==> src/rtl/core/flpa_pkg.sv <==
// Shared field widths, opcodes and status codes of the slot pool allocator.
package flpa_pkg;

  localparam int OPCODE_W    = 3;
  localparam int SLOT_W      = 8;
  localparam int STATUS_W    = 2;
  localparam int CFG_W       = 9;
  localparam int IN_TDATA_W  = 16;
  localparam int OUT_TDATA_W = 16;

  typedef logic [OPCODE_W-1:0] opcode_t;
  typedef logic [STATUS_W-1:0] status_t;

  localparam opcode_t OP_INIT    = 3'd0;
  localparam opcode_t OP_ALLOC   = 3'd1;
  localparam opcode_t OP_FREE    = 3'd2;
  localparam opcode_t OP_MARK    = 3'd3;
  localparam opcode_t OP_COLLECT = 3'd4;

  localparam status_t ST_OK     = 2'd0;
  localparam status_t ST_EMPTY  = 2'd1;
  localparam status_t ST_RANGE  = 2'd2;
  localparam status_t ST_NOINIT = 2'd3;

  localparam logic [CFG_W-1:0] POOL_SIZE_RST = 9'd256;

endpackage

==> src/rtl/core/free_list_pool_allocator_with_sweep.sv <==
// Slot pool allocator: LIFO free list in a link memory, mark-and-sweep collector.
//
// Input channel (in_*): one transfer carries an opcode and a slot index. Result
// channel (out_*): one transfer per input item with the granted slot and a status.
// Configuration: cfg_wr_en writes pool_size, which is sampled when an init is taken.
// The result of an item is registered and shows on out_tvalid the cycle after
// the input transfer. The next item is taken once the internal work is done and
// the output register is empty or being emptied in that cycle.
// Work per item, through the link memory and mark memory ports:
//   free, mark, errors, unknown opcodes: handled at the input transfer
//   alloc: one link read to advance the head
//   init: one mark write per slot of POOL_DEPTH, one link write per slot in the pool
//   collect: a walk of up to active_size steps along the free list (one link read per
//   step), then a sweep over the active_size slots (one mark read per slot).
// Reset empties the free list, clears the ready flag and sets pool_size to 256;
// memories are not cleared, init writes every entry that is later read.
// While a result is pending and out_tready is low, the result holds and in_tready stays low.
module free_list_pool_allocator_with_sweep #(
  parameter int POOL_DEPTH = 256
) (
  input  logic                               clk,
  input  logic                               rst_n,
  input  logic                               in_tvalid,
  output logic                               in_tready,
  // [2:0] opcode, [10:3] slot_index, [15:11] zero
  input  logic [flpa_pkg::IN_TDATA_W-1:0]    in_tdata,
  output logic                               out_tvalid,
  input  logic                               out_tready,
  // [7:0] granted_slot, [9:8] status, [15:10] zero
  output logic [flpa_pkg::OUT_TDATA_W-1:0]   out_tdata,
  input  logic                               cfg_wr_en,
  input  logic [flpa_pkg::CFG_W-1:0]         cfg_wr_data
);

  localparam int AW = (POOL_DEPTH > 1) ? $clog2(POOL_DEPTH) : 1;
  localparam int LW = $clog2(POOL_DEPTH + 1);
  localparam int CW = (LW > flpa_pkg::CFG_W) ? LW : flpa_pkg::CFG_W;

  typedef enum logic [2:0] {S_IDLE, S_ALLOC, S_INIT, S_WALK, S_SWEEP} state_t;

  state_t                         state_r, state_nxt;
  logic [flpa_pkg::CFG_W-1:0]     cfg_pool_size_r;
  logic [LW-1:0]                  head_r, head_nxt;
  logic [LW-1:0]                  active_r, active_nxt;
  logic                           ready_r, ready_nxt;
  logic [LW-1:0]                  idx_r, idx_nxt;
  logic [LW-1:0]                  steps_r, steps_nxt;
  logic                           pend_r, pend_nxt;
  logic [LW-1:0]                  pend_idx_r, pend_idx_nxt;
  logic                           out_valid_r, out_valid_nxt;
  logic [flpa_pkg::SLOT_W-1:0]    granted_r, granted_nxt;
  flpa_pkg::status_t              status_r, status_nxt;

  logic [LW-1:0] link_mem [POOL_DEPTH];
  logic          mark_mem [POOL_DEPTH];
  logic [LW-1:0] link_rd_r;
  logic          mark_rd_r;

  logic          link_we, mark_we, mark_wdata;
  logic [AW-1:0] link_waddr, link_raddr, mark_waddr, mark_raddr;
  logic [LW-1:0] link_wdata;

  flpa_pkg::opcode_t           in_op;
  logic [flpa_pkg::SLOT_W-1:0] in_idx;
  logic                        in_accept, idx_ok;
  logic [CW-1:0]               pool_ext;
  logic [LW-1:0]               init_n, idx_inc;
  logic [AW-1:0]               in_addr;

  assign in_op     = in_tdata[2:0];
  assign in_idx    = in_tdata[10:3];
  assign in_tready = (state_r == S_IDLE) && (!out_valid_r || out_tready);
  assign in_accept = in_tvalid && in_tready;
  assign idx_ok    = CW'(in_idx) < CW'(active_r);
  assign in_addr   = AW'(CW'(in_idx));
  assign idx_inc   = idx_r + LW'(1);
  assign pool_ext  = CW'(cfg_pool_size_r);

  assign out_tvalid = out_valid_r;
  assign out_tdata  = {6'd0, status_r, granted_r};

  always_comb begin
    if (pool_ext == '0) begin
      init_n = LW'(1);
    end else if (pool_ext > CW'(POOL_DEPTH)) begin
      init_n = LW'(POOL_DEPTH);
    end else begin
      init_n = LW'(pool_ext);
    end
  end

  always_comb begin
    state_nxt     = state_r;
    head_nxt      = head_r;
    active_nxt    = active_r;
    ready_nxt     = ready_r;
    idx_nxt       = idx_r;
    steps_nxt     = steps_r;
    pend_nxt      = pend_r;
    pend_idx_nxt  = pend_idx_r;
    out_valid_nxt = out_valid_r && !out_tready;
    granted_nxt   = granted_r;
    status_nxt    = status_r;
    link_we       = 1'b0;
    link_waddr    = '0;
    link_wdata    = '0;
    link_raddr    = AW'(head_r);
    mark_we       = 1'b0;
    mark_waddr    = '0;
    mark_wdata    = 1'b0;
    mark_raddr    = AW'(idx_r);
    unique case (state_r)
      S_IDLE: begin
        if (in_accept) begin
          out_valid_nxt = 1'b1;
          granted_nxt   = '0;
          status_nxt    = flpa_pkg::ST_OK;
          if (in_op == flpa_pkg::OP_INIT) begin
            active_nxt = init_n;
            head_nxt   = '0;
            ready_nxt  = 1'b1;
            idx_nxt    = '0;
            state_nxt  = S_INIT;
          end else if (in_op <= flpa_pkg::OP_COLLECT && !ready_r) begin
            status_nxt = flpa_pkg::ST_NOINIT;
          end else begin
            priority case (in_op)
              flpa_pkg::OP_ALLOC: begin
                if (head_r < active_r) begin
                  granted_nxt = flpa_pkg::SLOT_W'(CW'(head_r));
                  state_nxt   = S_ALLOC;
                end else begin
                  status_nxt = flpa_pkg::ST_EMPTY;
                end
              end
              flpa_pkg::OP_FREE: begin
                if (idx_ok) begin
                  link_we    = 1'b1;
                  link_waddr = in_addr;
                  link_wdata = head_r;
                  head_nxt   = LW'(CW'(in_idx));
                end else begin
                  status_nxt = flpa_pkg::ST_RANGE;
                end
              end
              flpa_pkg::OP_MARK: begin
                if (idx_ok) begin
                  mark_we    = 1'b1;
                  mark_waddr = in_addr;
                  mark_wdata = 1'b1;
                end else begin
                  status_nxt = flpa_pkg::ST_RANGE;
                end
              end
              flpa_pkg::OP_COLLECT: begin
                if (head_r < active_r) begin
                  mark_we    = 1'b1;
                  mark_waddr = AW'(head_r);
                  mark_wdata = 1'b1;
                  steps_nxt  = LW'(1);
                  state_nxt  = S_WALK;
                end else begin
                  idx_nxt   = '0;
                  pend_nxt  = 1'b0;
                  state_nxt = S_SWEEP;
                end
              end
              default: ;
            endcase
          end
        end
      end
      S_ALLOC: begin
        head_nxt  = link_rd_r;
        state_nxt = S_IDLE;
      end
      S_INIT: begin
        mark_we    = 1'b1;
        mark_waddr = AW'(idx_r);
        mark_wdata = 1'b0;
        if (idx_r < active_r) begin
          link_we    = 1'b1;
          link_waddr = AW'(idx_r);
          link_wdata = (idx_inc < active_r) ? idx_inc : LW'(POOL_DEPTH);
        end
        if (idx_r == LW'(POOL_DEPTH - 1)) begin
          state_nxt = S_IDLE;
        end else begin
          idx_nxt = idx_inc;
        end
      end
      S_WALK: begin
        if (link_rd_r < active_r && steps_r < active_r) begin
          mark_we    = 1'b1;
          mark_waddr = AW'(link_rd_r);
          mark_wdata = 1'b1;
          link_raddr = AW'(link_rd_r);
          steps_nxt  = steps_r + LW'(1);
        end else begin
          idx_nxt   = '0;
          pend_nxt  = 1'b0;
          state_nxt = S_SWEEP;
        end
      end
      S_SWEEP: begin
        if (pend_r) begin
          mark_we    = 1'b1;
          mark_waddr = AW'(pend_idx_r);
          mark_wdata = 1'b0;
          if (!mark_rd_r) begin
            link_we    = 1'b1;
            link_waddr = AW'(pend_idx_r);
            link_wdata = head_r;
            head_nxt   = pend_idx_r;
          end
        end
        if (idx_r < active_r) begin
          pend_nxt     = 1'b1;
          pend_idx_nxt = idx_r;
          idx_nxt      = idx_inc;
        end else begin
          pend_nxt  = 1'b0;
          state_nxt = S_IDLE;
        end
      end
      default: state_nxt = S_IDLE;
    endcase
  end

  always_ff @(posedge clk) begin
    if (!rst_n) begin
      state_r         <= S_IDLE;
      cfg_pool_size_r <= flpa_pkg::POOL_SIZE_RST;
      head_r          <= LW'(POOL_DEPTH);
      active_r        <= '0;
      ready_r         <= 1'b0;
      idx_r           <= '0;
      steps_r         <= '0;
      pend_r          <= 1'b0;
      out_valid_r     <= 1'b0;
    end else begin
      state_r     <= state_nxt;
      if (cfg_wr_en) begin
        cfg_pool_size_r <= cfg_wr_data;
      end
      head_r      <= head_nxt;
      active_r    <= active_nxt;
      ready_r     <= ready_nxt;
      idx_r       <= idx_nxt;
      steps_r     <= steps_nxt;
      pend_r      <= pend_nxt;
      out_valid_r <= out_valid_nxt;
    end
  end

  always_ff @(posedge clk) begin
    pend_idx_r <= pend_idx_nxt;
    granted_r  <= granted_nxt;
    status_r   <= status_nxt;
  end

  always_ff @(posedge clk) begin
    if (link_we) begin
      link_mem[link_waddr] <= link_wdata;
    end
    link_rd_r <= link_mem[link_raddr];
  end

  always_ff @(posedge clk) begin
    if (mark_we) begin
      mark_mem[mark_waddr] <= mark_wdata;
    end
    mark_rd_r <= mark_mem[mark_raddr];
  end

  a_accept_gives_result: assert property (@(posedge clk) disable iff (!rst_n)
    in_accept |=> out_valid_r)
    else $error("input transfer without a result");

  a_busy_blocks_input: assert property (@(posedge clk) disable iff (!rst_n)
    state_r != S_IDLE |-> !in_tready)
    else $error("input taken while busy");

  a_grant_only_ok: assert property (@(posedge clk) disable iff (!rst_n)
    out_valid_r && status_r != flpa_pkg::ST_OK |-> granted_r == '0)
    else $error("slot granted with error status");

  a_walk_bounded: assert property (@(posedge clk) disable iff (!rst_n)
    state_r == S_WALK |-> steps_r <= active_r)
    else $error("free list walk overran the pool");

  a_collect_needs_ready: assert property (@(posedge clk) disable iff (!rst_n)
    state_r == S_WALK || state_r == S_SWEEP || state_r == S_ALLOC |-> ready_r)
    else $error("pool operation before init");

endmodule
==> config.mk <==
export PLATFORM = sky130hd
export DESIGN_NAME = free_list_pool_allocator_with_sweep
export DESIGN_NICKNAME = d
export VERILOG_FILES = /design/src/rtl/core/flpa_pkg.sv /design/src/rtl/core/free_list_pool_allocator_with_sweep.sv
export SDC_FILE = /design/constraint.sdc
export NUM_CORES = 2
export LEC_CHECK = 0
export BUFFER_PORTS_ARGS = -buffer_cell sky130_fd_sc_hd__buf_4
export CAP_MARGIN = 10
export CORE_ASPECT_RATIO = 1.1
export CORE_MARGIN = 2
export CORE_UTILIZATION = 55
export DETAILED_ROUTE_END_ITERATION = 8
export PLACE_DENSITY_LB_ADDON = 0.3
export SLEW_MARGIN = 20
export SYNTH_ARGS = -nofsm -noshare
export SYNTH_HDL_FRONTEND = slang
export SYNTH_SLANG_ARGS = --single-unit
==> constraint.sdc <==
create_clock -name clk -period 16.9 [get_ports clk]
set_input_delay 0.845 -clock clk [delete_from_list [all_inputs] [get_ports clk]]
set_output_delay 0.845 -clock clk [all_outputs]
set_load 0.005 [all_outputs]
== After elaboration in Yosys (flattened, before gate mapping) ==
Memory sizes are Yosys's and may differ from the RTL's. A register that Yosys moved wholly into a read port is not among the register bits.
Cells that the tools add are included.

* Add/sub/neg operators: 2
* Magnitude comparators: 8
* Equality and inequality tests: 30
* Multiplexer cells: 100
* Bitwise operators: 1
* Reduce and logical (&&, ||, !) cells: 26

{| class="wikitable"
|+ Operator list
! operator !! number
|-
| $mux 9 || 32
|-
| $mux 8 || 16
|-
| $pmux 9 s3 || 2
|-
| $lt 9x9->1 || 5
|-
| $pmux 9 s4 || 1
|-
| $pmux 8 s4 || 1
|-
| $reduce_and 7->1 || 4
|-
| $mux 1 || 27
|-
| $mux 3 || 8
|-
| $ne 2x2->1 const B || 12
|-
| $pmux 8 s3 || 1
|-
| $add 9x1->9 const B || 2
|-
| $pmux 9 s2 || 1
|-
| $pmux 8 s2 || 1
|-
| $eq 3x2->1 const B || 4
|-
| $pmux 3 s4 || 1
|-
| $eq 9x8->1 const B || 1
|-
| $gt 9x9->1 const B || 1
|-
| $logic_not 9->1 || 1
|-
| $lt 8x9->1 || 1
|-
| $reduce_and 8->1 || 1
|-
| $eq 3x1->1 const B || 2
|-
| $eq 3x3->1 const B || 2
|-
| $logic_not 3->1 || 2
|-
| other kinds (24) || 38
|}

* Register bits: 70
* Memory bits (writable): 2560
* Input bits: 30
* Output and inout bits: 18
* Logic and storage cells: 181
* Memories kept: 2

{| class="wikitable"
|+ Memories
! memory !! words !! bits a word !! rd ports !! clocked after Yosys merged registers in !! write ports !! line !! text
|-
| link_mem || 256 || 9 || 1 || 1 || 1 || free_list_pool_allocator_with_sweep.sv:54 || <nowiki>logic [LW-1:0] link_mem [POOL_DEPTH];</nowiki>
|-
| mark_mem || 256 || 1 || 1 || 1 || 1 || free_list_pool_allocator_with_sweep.sv:55 || <nowiki>logic mark_mem [POOL_DEPTH];</nowiki>
|}

== Longest topological paths before layout ==
* Word-level depth: 9
* Mapped depth: 18
* Mapped depth without buffers: 15

== Least setup slack after synthesis ==
No wires, ideal clock.

* Path kind: register to register
* Start point: register idx_r[1]
* End point: memory link_mem[0][1] (netlist bit) (data pin)
* Arrival time: 12.795 ns
* Required time: 14.712 ns
* Slack: 1.917 ns
* Cell stages (with the launch flop): 18
* Buffers on the path: 3
* Cell sequence: dfxtp_1 > clkbuf_1 > buf_1 > buf_1 > nand3_1 > xor2_1 > inv_1 > ha_1 > o21a_1 > o21a_1 > o21ai_0 > nand2b_1 > a21oi_1 > nor2b_1 > o21ai_0 > nand2b_1 > nand2b_1 > o21ai_0

* Word-level cells in the longest chain between the ends: 5
* Elaborated cells on any way between the ends: 6

{| class="wikitable"
|+ Ends and longest elaborated chain
! item !! line !! text
|-
| start: declaration || free_list_pool_allocator_with_sweep.sv:46 || <nowiki>logic [LW-1:0] idx_r, idx_nxt;</nowiki>
|-
| start signal: assignment || free_list_pool_allocator_with_sweep.sv:249 || <nowiki>idx_r <= idx_nxt;</nowiki>
|-
| $add 9x1->9 || free_list_pool_allocator_with_sweep.sv:76 || <nowiki>assign idx_inc = idx_r + LW'(1);</nowiki>
|-
| $lt 9x9->1 || free_list_pool_allocator_with_sweep.sv:184 || <nowiki>link_wdata = (idx_inc < active_r) ? idx_inc : LW'(POOL_DEPTH);</nowiki>
|-
| $mux 9 || free_list_pool_allocator_with_sweep.sv:184 ||
|-
| $mux 9 * || free_list_pool_allocator_with_sweep.sv:181 || <nowiki>if (idx_r < active_r) begin</nowiki>
|-
| $pmux 9 s3 * || free_list_pool_allocator_with_sweep.sv:112 || <nowiki>unique case (state_r)</nowiki>
|-
| net link_wdata[1] || free_list_pool_allocator_with_sweep.sv:61 || <nowiki>logic [LW-1:0] link_wdata;</nowiki>
|-
| end: declaration || free_list_pool_allocator_with_sweep.sv:54 ||
|}

The timed path passes the listed nets; every way through them passes the cells marked *.

== Final worst setup path ==
* Start point: register active_r[2]
* End point: register link_rd_r[2] (read register of link_mem)

* Word-level cells in the longest chain between the ends: 4
* Elaborated cells on any way between the ends: 5

{| class="wikitable"
|+ Ends and longest elaborated chain
! item !! line !! text
|-
| start: declaration || free_list_pool_allocator_with_sweep.sv:44 || <nowiki>logic [LW-1:0] active_r, active_nxt;</nowiki>
|-
| start signal: assignment || free_list_pool_allocator_with_sweep.sv:247 || <nowiki>active_r <= active_nxt;</nowiki>
|-
| $lt 9x9->1 || free_list_pool_allocator_with_sweep.sv:193 || <nowiki>if (link_rd_r < active_r && steps_r < active_r) begin</nowiki>
|-
| $logic_and 1x1->1 * || free_list_pool_allocator_with_sweep.sv:193 ||
|-
| $mux 8 * || free_list_pool_allocator_with_sweep.sv:193 ||
|-
| $mux 8 * || free_list_pool_allocator_with_sweep.sv:112 ||
|-
| end: declaration || free_list_pool_allocator_with_sweep.sv:56 || <nowiki>logic [LW-1:0] link_rd_r;</nowiki>
|}

Every way passes the cells marked *; elsewhere a longest branch is shown, timed or not.
A chain may end at the register's enable or synchronous reset.

==> flow_summary_export.csv <==
group,metric,value,unit
sta,timing.fmax,131,MHz
synth,synth.yosys.seq_area_share,73.6,%
sta,worst_slew_pin_slew,1.22,ns
global_routing,use_met3,6.19,%
floorplanning,ioPinCount,48,
routing,dr.pass1.iters,6,
global_routing,grt_overflow,0,
routing,drt_drc_violations_left,0,
critical_path,path_class,"flop to flop",
clocking,hold_buffers,0,
clocking,clock-root-buffer,"clkbuf_16",
clocking,cts_sinks,2640,
clocking,h-tree-depth,5,
routing,routedWlPerCell,27.2,µm
synth,synthFlopType,"edfxtp_1",
final_layout,drive_gt1_share,8.16,%
power,p_leak,39.2,nW
floorplanning,core_area,193000,µm²
clocking,cts_setup_buffers,0,
clocking,clk_path_buf_depth,4,
clocking,cts_buffers,274,
global_routing,grt_pass1_vias,65300,
power,power_density,113,nW/µm²
flow_run,drv_cap,0,
placed_design,port_buffers,36,
floorplanning,die_width,424,µm
synth,syn_inst,8042,
global_routing,grt_util_met2,45.6,%
critical_path,cp.required,17.72,ns
clocking,insertion_delay,0.93,ns
sta,setup_viol,0,
critical_path,critPathArrivalTime,8.43,ns
routing,vias_per_cell,6.38,
sta,final.setup.worst_slack,9.29,ns
synth,yosysUniqueCellTypes,72,
outcome,status,"completed",
global_routing,use_met1,39.0,%
sta,rsz0062_at_grt,"no",
power,power,13.3,mW
clocking,cts_tree,"done",
routing,drtAntennaViolNets,0,
sta,drv_slew,0,
final_layout,layout_commonest_cell,"edfxtp_1",
synth,yosys_warnings,0,
placed_design,gp_congestion,0.876,
critical_path,startpoint_type,"flop",
sta,fin_setup_tns,0,ns
global_routing,antenna_found_initial,10,
placed_design,post-place-ws,9.62,ns
synth,synth.cell_area,107000,µm²
floorplanning,die_area,198000,µm²
clocking,clkTransAtPathRegs,0.06,ns
synth,synth-edff-count,2579,
critical_path,path_max_fanout,87,
sta,hold_viol,0,
sta,period_share,45.0,%
sta,post-route-min-period,7.61,ns
min_path,holdCritPathClass,"input port to flop",
clocking,cts-resized-gates,0,
global_routing,busiest_layer,"met2",
floorplanning,die_h,466,µm
final_layout,nets,8021,
global_routing,grt_start_max_net_pins,251,
global_routing,grt_pass1_wl,425,mm
sta,relSlewSlack,17.5,%
critical_path,end_kind,"flop",
global_routing,grt.total_usage,29.0,%
power,max-vdd-ir-drop,85.0,µV
final_layout,final_cell_mix,"edfxtp_1 (2,579), nand2_1 (1,996), nand3_1 (600), nor2_1 (552), clkbuf_16 (283)",
sta,fin_skew,0.0495,ns
routing,wirelength,291,mm
synth,synth_seq_cells,2640,
floorplanning,start_util,55.4,%
placed_design,hpwl,163,mm
routing,drtIter0Drc,10100,
synth,ys_async_sr_fraction,0,%
synth,syn_avg_cell_area,13.3,µm²
final_layout,syn_to_final_growth,10.1,%
floorplanning,fp-row-count,169,
routing,vias,68200,
## synthesized netlist by cell type, types with 7 or more instances
master / number / area share (%)
o22ai_1: 14 / 0.082
mux4_2: 85 / 1.8
a221oi_1: 32 / 0.26
nor4_1: 8 / 0.047
mux2_2: 16 / 0.17
o21ai_0: 75 / 0.35
a22oi_1: 61 / 0.43
edfxtp_1: 2579 / 72
nand4_1: 154 / 0.90
nor2_1: 559 / 2.0
inv_1: 21 / 0.074
nand2_1: 2002 / 7.0
dfxtp_1: 61 / 1.1
o211a_1: 9 / 0.084
o31ai_1: 11 / 0.077
clkbuf_1: 288 / 1.0
buf_2: 160 / 0.75
a311oi_1: 18 / 0.15
a222oi_1: 8 / 0.075
a31oi_1: 251 / 1.5
a21oi_1: 261 / 1.2
nor3_1: 40 / 0.19
nand2_2: 10 / 0.059
nand2b_1: 10 / 0.059
buf_4: 18 / 0.13
and3_1: 65 / 0.38
and2_1: 22 / 0.13
buf_1: 73 / 0.26
a21o_1: 28 / 0.20
a32oi_1: 95 / 0.78
o2111ai_1: 18 / 0.15
o211ai_1: 20 / 0.14
nand3b_1: 13 / 0.091
nor2b_1: 43 / 0.25
o21a_1: 10 / 0.070
a21boi_0: 51 / 0.36
ha_1: 50 / 0.59
xor2_1: 7 / 0.057
nand3_1: 600 / 2.8
nor3b_1: 8 / 0.056
mux2i_1: 107 / 1.0
## report_power, final
part	switching (mW)	internal [mW]
logic	0.456	0.167
clock network	2.39	3.20
registers	0.0270	7.08
total	2.88	10.5
## flip-flops by register name, indices dropped and copies added (netlist names), 2 cells and up
signal / count
state_r: 3
status_r: 2
link_mem: 2304
steps_r: 9
cfg_pool_size_r: 9
pend_idx_r: 9
mark_mem: 256
active_r: 9
head_r: 9
link_rd_r: 9
idx_r: 9
granted_r: 8
## kinds of logic after synthesis
family / count (synthesis) / synth area share [%]
AO/OA/AOI/OAI: 1012 / 6.38
XOR/XNOR: 12 / 0.0983
adder cells (fa/ha/maj): 50 / 0.585
buffers and inverters: 560 / 2.22
flip-flops: 2640 / 73.6
multiplexers: 208 / 2.96
other: 1 / 0.00351
AND/OR/NAND/NOR: 3559 / 14.1
## critical path, cell delays in order (launching register included)
cell      delay, ns
dfxtp_1        0.31
inv_1          0.32
ha_1           0.32
a21oi_1        0.14
o21ai_0        0.09
a31oi_1        0.48
o2111a_1       0.46
a21o_4         0.42
buf_4          0.85
buf_4          0.81
buf_4          0.80
nand2_1        0.14
a31oi_1        0.21
a21boi_0       0.67
nand3_1        0.35
nand4_1        0.32
o31ai_1        0.29
nand4_1        0.31
## path summary, 6_finish.rpt
check | slack (ns) | depth (start not counted) | start | to
worst min-delay path | 0.16 | 3 | cfg_wr_data[8] | cfg_pool_size_r[8]$_SDFFE_PN1P_
worst min register to register | 0.50 | 2 | pend_r$_SDFFE_PN0P_ | pend_r$_SDFFE_PN0P_
worst max register to register | 9.29 | 17 | active_r[2]$_SDFFE_PN0P_ | link_rd_r[2]$_DFF_P_
worst max-delay path | 9.29 | 17 | active_r[2]$_SDFFE_PN0P_ | link_rd_r[2]$_DFF_P_
## through the flow
stage	hold WS, ns	std cells	area, µm²	util [%]
CTS	0.110	10700	117000	60.9
finish	0.158	10700	118000	60.9
global route	0.140	10700	118000	60.9
global placement	0.465	10200	109000	56.7
detailed placement	0.486	10200	109000	56.7
floorplan	0.432	8047	107000	-
## per-layer routing
metal	vias up	part of all wire [%]
li1	29600	-
met1	33800	37
met2	4039	47
met3	774	11
met4	16	5.2
met5	-	0.035
## area by class of cell
| type | instances | area, µm² |
|---|---|---|
| antenna | 1 | 2.50 |
| clock buffer | 353 | 7340 |
| clock inverter | 111 | 756 |
| fill | 14100 | 75400 |
| inverter | 21 | 78.8 |
| multi-input combinational | 4847 | 26100 |
| sequential | 2640 | 78700 |
| tap | 2565 | 3210 |
| timing repair buffer | 157 | 1410 |
Note: power is estimated with default switching activity, not from simulation.
